--- src/rtl/pmi_pkg.sv ---
// shared constants, state type and helpers of the minimum image vector block
package pmi_pkg;

  localparam int PACK_W    = 21;
  localparam int REG_W     = 3 * PACK_W;
  localparam int CAP_W     = 4;
  localparam int CFG_IDX_W = 3;
  localparam int FRAC_W    = 28;
  localparam int MUL_W     = 30;
  localparam int PROD_W    = 2 * MUL_W;
  localparam int ACC_W     = PROD_W;
  localparam int WRAP_W    = 23;
  localparam int DR_W      = WRAP_W + 1;
  localparam int V_W       = 28;
  localparam int SQ_IN_W   = 50;
  localparam int ROOT_W    = SQ_IN_W / 2;
  localparam int BEST_W    = 58;
  localparam int LEN_W     = 43;
  localparam int BND_W     = CAP_W;
  localparam int CNT_W     = BND_W + 1;
  localparam int N_VEC     = 6;

  localparam logic [CFG_IDX_W-1:0] REG_LAT_A = 3'd0;
  localparam logic [CFG_IDX_W-1:0] REG_LAT_B = 3'd1;
  localparam logic [CFG_IDX_W-1:0] REG_LAT_C = 3'd2;
  localparam logic [CFG_IDX_W-1:0] REG_RCP_A = 3'd3;
  localparam logic [CFG_IDX_W-1:0] REG_RCP_B = 3'd4;
  localparam logic [CFG_IDX_W-1:0] REG_RCP_C = 3'd5;
  localparam logic [CFG_IDX_W-1:0] REG_CAP   = 3'd6;

  localparam logic [REG_W-1:0] RST_LAT_A = 63'd1024;
  localparam logic [REG_W-1:0] RST_LAT_B = 63'd2147483648;
  localparam logic [REG_W-1:0] RST_LAT_C = 63'd4503599627370496;
  localparam logic [REG_W-1:0] RST_RCP_A = 63'd262144;
  localparam logic [REG_W-1:0] RST_RCP_B = 63'd549755813888;
  localparam logic [REG_W-1:0] RST_RCP_C = 63'd1152921504606846976;
  localparam logic [CAP_W-1:0] RST_CAP   = 4'd1;

  typedef enum logic [4:0] {
    S_IDLE, S_FRAC, S_WRAP, S_DIFF, S_DSQ, S_RSTART, S_RWAIT, S_ROWSQ,
    S_LSTART, S_LWAIT, S_BOUND, S_OFFS, S_INIT, S_IMSUM, S_IMSQ, S_IMCMP, S_OUT
  } state_e;

  function automatic logic signed [PACK_W-1:0] comp(logic [REG_W-1:0] v, logic [1:0] k);
    logic signed [PACK_W-1:0] r;
    case (k)
      2'd0:    r = v[0*PACK_W +: PACK_W];
      2'd1:    r = v[1*PACK_W +: PACK_W];
      default: r = v[2*PACK_W +: PACK_W];
    endcase
    return r;
  endfunction

endpackage

--- src/rtl/pmi_sqrt.sv ---
// iterative ceiling square root, two operand bits per cycle
module pmi_sqrt (
  input  logic        clk_i,
  input  logic        rst_ni,
  input  logic        start_i,
  input  logic [49:0] value_i,
  output logic        done_o,
  output logic [24:0] root_o
);
  import pmi_pkg::*;

  localparam int REM_W = ROOT_W + 3;
  localparam int CW    = $clog2(ROOT_W);

  logic [SQ_IN_W-1:0] val_q;
  logic [REM_W-1:0]   rem_q, rem_sh, trial, rem_n;
  logic [ROOT_W-1:0]  root_q, root_n, res_q;
  logic [CW-1:0]      cnt_q;
  logic               busy_q, done_q;

  assign rem_sh = {rem_q[REM_W-3:0], val_q[SQ_IN_W-1 -: 2]};
  assign trial  = REM_W'({root_q, 2'b01});

  always_comb begin
    if (rem_sh >= trial) begin
      rem_n  = rem_sh - trial;
      root_n = {root_q[ROOT_W-2:0], 1'b1};
    end else begin
      rem_n  = rem_sh;
      root_n = {root_q[ROOT_W-2:0], 1'b0};
    end
  end

  always_ff @(posedge clk_i or negedge rst_ni) begin
    if (!rst_ni) begin
      busy_q <= 1'b0;
      done_q <= 1'b0;
      cnt_q  <= '0;
    end else begin
      done_q <= 1'b0;
      if (start_i) begin
        busy_q <= 1'b1;
        cnt_q  <= '0;
      end else if (busy_q) begin
        cnt_q <= cnt_q + 1'b1;
        if (cnt_q == CW'(ROOT_W - 1)) begin
          busy_q <= 1'b0;
          done_q <= 1'b1;
        end
      end
    end
  end

  always_ff @(posedge clk_i) begin
    if (start_i) begin
      val_q  <= value_i;
      rem_q  <= '0;
      root_q <= '0;
    end else if (busy_q) begin
      val_q  <= {val_q[SQ_IN_W-3:0], 2'b00};
      rem_q  <= rem_n;
      root_q <= root_n;
      if (cnt_q == CW'(ROOT_W - 1)) res_q <= root_n + ROOT_W'(rem_n != '0);
    end
  end

  assign done_o = done_q;
  assign root_o = res_q;

endmodule

--- config.mk ---
export PLATFORM = sky130hd
export DESIGN_NAME = pmi_sqrt
export DESIGN_NICKNAME = d
export VERILOG_FILES = /design/src/rtl/pmi_pkg.sv /design/src/rtl/pmi_sqrt.sv
export SDC_FILE = /design/constraint.sdc
export NUM_CORES = 1
export LEC_CHECK = 0
export BUFFER_PORTS_ARGS = -buffer_cell sky130_fd_sc_hd__buf_2
export CAP_MARGIN = 20
export CORE_ASPECT_RATIO = 1.4
export CORE_UTILIZATION = 50
export CTS_BUF_LIST = sky130_fd_sc_hd__clkbuf_16
export DETAILED_ROUTE_END_ITERATION = 12
export PLACE_DENSITY = 0.81
export SLEW_MARGIN = 20
export SYNTH_ARGS = -nofsm -noshare
export SYNTH_HDL_FRONTEND = slang
export SYNTH_SLANG_ARGS = --single-unit
--- constraint.sdc ---
create_clock -name clk_i -period 4.29 [get_ports clk_i]
set_input_delay 0.2145 -clock clk_i [delete_from_list [all_inputs] [get_ports clk_i]]
set_output_delay 0.2145 -clock clk_i [all_outputs]
set_load 0.03 [all_outputs]
# Word-level counts from Yosys, hierarchy flattened
# Cells that the tools add are included.
[totals]
reg_bits = 133
input_bits = 53
out_inout_bits = 26
elab_cells = 28
[op_classes]
addsub = 3
order_cmp = 1
n_eq_ne = 1
muxes = 12
n_bitwise = 1
n_reduce_logical = 3
[op_table]
columns = ["operator", "count"]
rows = [
  ["2-to-1 mux 50 bit", 2],
  ["greater-or-equal comparator 28 x 27 -> 1 bit", 1],
  ["2-to-1 mux 28 bit", 1],
  ["nonzero test 28 bit", 1],
  ["subtractor 28 x 27 -> 28 bit", 1],
  ["adder 25 x 1 -> 25 bit", 1],
  ["2-to-1 mux 5 bit", 2],
  ["2-to-1 mux 1 bit", 7],
  ["adder 5 x 1 -> 5 bit, second input constant", 1],
  ["== test 5 bit, second input constant", 1],
  ["AND reduction 3 bit", 1],
  ["nonzero test 2 bit", 1],
  ["NOT 1 bit", 1],
]

# Longest topological paths before layout
[logic_depth]
ltp_word = 4
mapped_depth = 25
mapped_depth_nobuf = 22

# Worst setup path after synthesis
# No wires, ideal clock.
[synth_timing]
path_type = "register to register"
start = "register root_q[1]"
end = "register res_q[24] (netlist: root_o[24]) (data pin)"
setup_time_ns = 0.258
t_arrival_ns = 4.230
required_time_ns = 4.032
slack_ns = -0.199
stages_incl_launch_ff = 24
path_buffers = 2
period_less_slack_ns = 4.489
path_cell_list = "dfxtp_1 -> clkbuf_1 -> inv_1 -> ha_1 -> o211ai_1 -> o21ai_0 -> nand3_1 -> and3_2 -> or3_1 -> a41oi_1 -> nor4b_1 -> and4_1 -> nand4_1 -> ha_1 -> ha_1 -> nand2_1 -> or2_2 -> clkbuf_1 -> nor2_1 -> and4_1 -> inv_1 -> nor2_1 -> nand3_1 -> xnor2_1"
[synth_via]
elab_chain_cells = 4
word_cells_on_any_way = 6
classes_between = "add/sub: 2; order compare: 1; mux: 2; reduce/logical: 1"
[synth_rtl]
columns = ["element", "line_no", "rtl"]
rows = [
  ["from (decl)", "pmi_sqrt.sv:17", "logic [ROOT_W-1:0] root_q, root_n, res_q;"],
  ["from (signal assigned)", "pmi_sqrt.sv:62", "root_q <= root_n;"],
  ["subtractor 28 x 27 -> 28 bit / greater-or-equal comparator 28 x 27 -> 1 bit (equally long branches)", "pmi_sqrt.sv:26, pmi_sqrt.sv:25", ""],
  ["2-to-1 mux 28 bit", "pmi_sqrt.sv:25", "if (rem_sh >= trial) begin"],
  ["nonzero test 28 bit", "pmi_sqrt.sv:63", "if (cnt_q == CW'(ROOT_W - 1)) res_q <= root_n + ROOT_W'(rem_n != '0);"],
  ["adder 25 x 1 -> 25 bit (*)", "pmi_sqrt.sv:63", ""],
  ["to (signal assigned)", "pmi_sqrt.sv:63", ""],
  ["to (decl)", "pmi_sqrt.sv:17", ""],
]
# Every way passes the cells marked *; elsewhere a longest branch is shown, timed or not.
# A chain may end at the register's enable or synchronous reset.

# Worst setup path in the final report
[layout_timing]
start = "register root_q[20]"
end = "register res_q[24] (netlist: root_o[24]) (data pin)"
# The elaborated chain is that of the path after synthesis.

==> impl_metrics.ini <==
[synth]
synth_common_cells = 83 x nor2_1, 75 x edfxtp_1, 71 x nand2_1, 51 x dfxtp_1, 50 x mux2_2
synth_nets = 843
syn_avg_cell_area_um2 = 9.993
ys_async_sr_fraction = 0.05263
postSynthCellCount = 759
netlist_area_um2 = 7585
synth_cell_types = 65
synth_edf_count = 75
synth_flop_cell = edfxtp_1
yosys.area.top_type = edfxtp_1
ys_seq_area_frac = 0.4546
yosys_warnings = 0
ys_seq_elements = 133
yosys.area.top_type_share = 0.2969
yosysMostFrequentCell = nor2_1
yosys-top-cells-area = edfxtp_1 30%, dfxtp_1 13%, mux2_2 7.4%, ha_1 5.1%, mux2i_1 4.2%

[sta]
rsz0062_at_grt = yes
timing.final.max_slew_violations = 0
skew_ns = 0.01323
hold_violations = 0
worst_slack_ns = 0.03699
holdWs_ns = 0.07820
setup_viol = 0
min_period_ns = 4.253
relSlewSlack = 0.4300
max_freq_mhz = 235.1
finalCritPeriodShare = 0.9914
tightest_slew_ns = 0.8550

[route]
wl_per_cell_um = 18.97
ant_nets = 0
vias = 6795
drc = 0
first_pass_iters = 6
routed_wl_um = 22060
drt-initial-drc-count = 510
drt-vias-per-instance = 5.843

[grt]
grt_overflow_total = 0
grt_pass1_vias = 7006
grt_usage = 0.2864
grt_max_degree = 76
antenna_found_initial = 0
grt_pass1_wl_um = 34740

[critical_path]
cp_max_fo = 9
crit_type = flop to flop
path_delay_family = simple AND/OR/NAND/NOR gates
crit_cells = 21
cp-start-kind = flop
crit_path_end = root_o[24]
max_stage_delay_ns = 0.44
crit_arrival_ns = 4.42
ff2ff_path_depth = 21
rr_startpoint = root_q[20]
crit_path_start = root_q[20]
worstSetupEndpointType = flop
cp_common_cell = nand4_1
path_buf_inv = 2
r2r_slack_ns = 0.04
crit_chain = inv_1 > ha_4 > nand4_1 > nor4_2 > nand4_1 > o211ai_1 > nor3_2 > xnor2_2 > o32ai_2 > and4_1 > nand4_1 > ha_2 > ha_4 > nand2_1 > or2_4 > nor2_4 > and4_1 > inv_2 > nor2_4 > nand3_2 > xnor2_1
required_ns = 4.45
cp_slowest_cell = nor4_2
r2r_end = root_o[24]

[cells_and_area]
seq_area_um2 = 3468
antenna_cells = 0
final_util = 0.7006
nNetsFinal = 1045
fillers = 1010
multi_input_area_um2 = 4315
syn_to_final_growth_pct = 35.22
drive_gt1_frac = 0.4189

[clock_tree]
htree_levels = 4
clock_sinks = 133
clk_latency_ns = 0.43
cts_made_buffers = 17
clock_path_buffers = 2
path_clk_slew_ns = 0.06
cts_tree = built
cts_root_buffer = clkbuf_16

[floorplanning]
ios = 79
rows = 52
start_util = 0.5181
core_area_um2 = 14640
die_x_um = 106.1
dieArea_um2 = 15670
die_h_um = 147.7

[worst_hold_path]
hp-class = input port to flop

[power_and_ir_drop]
p_leak_nw = 4.295
power_mw = 7.438
ir_worst_vdd_mv = 0.4023
power.density_nw_per_um2 = 725.2

[run_status]
status = finished, final reports clean

[place]
gp_congestion = 0.9616
port_buffers = 78
dp_hpwl_um = 15300
pre_cts_ws_ns = -0.1624

[flow_run]
maxCapViolations = 0
-- kinds of logic (layout without fill, tap and decap cells) --
kind of cell	Yosys count	count (layout)	synth area share
adders and majority gates	31	31	0.05114
and+or+nand+nor	259	259	0.1631
xor gates and xnor gates	49	49	0.05658
DFF	133	133	0.4546
muxes	82	82	0.1165
AOI/OAI and AO/OA	127	127	0.1166
buffers and inverters	78	293	0.04141
-- cell type report --
cell class | count | share of cell area
Multi-Input combinational cell | 548 | 0.4208
Clock inverter | 15 | 0.01610
Clock buffer | 17 | 0.04148
Inverter | 35 | 0.01305
Timing Repair Buffer | 226 | 0.1474
Tap cell | 189 | 0.02306
Sequential cell | 133 | 0.3382
-- report_power, final --
group	switching, mW	internal, mW
Clock	0.655	0.827
Sequential	0.124	1.52
Combinational	2.23	2.08
-- repair_timing --
item	in CTS	in global routing
resized for setup	51	62
hold buffers	1	0
buffers inserted	3	17
cloned	0	0
pin swaps	14	39
endpoints found under the setup margin	7	12
endpoints found under the hold margin	7	0
-- through the flow --
stage	instance area, um^2	setup TNS [ns]	cells
final	10260	0	1163
after global routing	10260	-0.1596	1163
after global placement	9006	-0.2125	1110
after detailed placement	9006	-0.5319	1110
after floorplan	7596	0	759
after CTS	9910	0	1146
-- worst min path at each step --
stage,start,end,cells after the start
after detailed placement,rst_ni,done_o,1
after global placement,rst_ni,done_o,1
final,value_i[0],val_q[0],2
after global routing,value_i[1],val_q[1],2
after CTS,value_i[0],val_q[0],2
after floorplan,rst_ni,busy_q,0
-- placed cells by master, fill, tap and decap left out, types with 5 or more instances in the layout --
cell type / n
and3_1: 5
nor3_1: 11
xor2_1: 16
inv_8: 5
ha_4: 22
mux2i_1: 32
a211oi_1: 6
a21oi_2: 6
a21oi_1: 26
and2_1: 6
inv_1: 23
or3_1: 5
nand2_1: 70
o21ai_0: 17
nand3_1: 16
dfxtp_2: 12
xnor2_1: 32
buf_4: 145
buf_2: 77
clkbuf_16: 17
dfrtp_1: 6
o211ai_1: 6
a311oi_1: 16
nand4_1: 13
nand2b_1: 6
ha_1: 7
edfxtp_1: 75
inv_2: 11
nor2_1: 77
dfxtp_1: 38
o21ai_2: 5
o21ai_1: 5
mux2_2: 50
-- sequential cells by signal, indices dropped and copies added (netlist names) --
| signal | flops |
|---|---|
| done_o | 1 |
| rem_q | 26 |
| cnt_q | 5 |
| val_q | 50 |
| root_q | 25 |
| busy_q | 1 |
| root_o | 25 |
-- routing by layer --
| layer | track usage | vias to the layer above | wire, um |
|---|---|---|---|
| li1 | - | 3164 | - |
| met1 | 0.3074 | 3206 | 8039 |
| met2 | 0.5163 | 307 | 11280 |
| met3 | 0.05026 | 118 | 1207 |
| met4 | 0.1799 | 0 | 1535 |
| met5 | 0 | - | 0 |
Note: power is estimated with default switching activity, not from simulation.
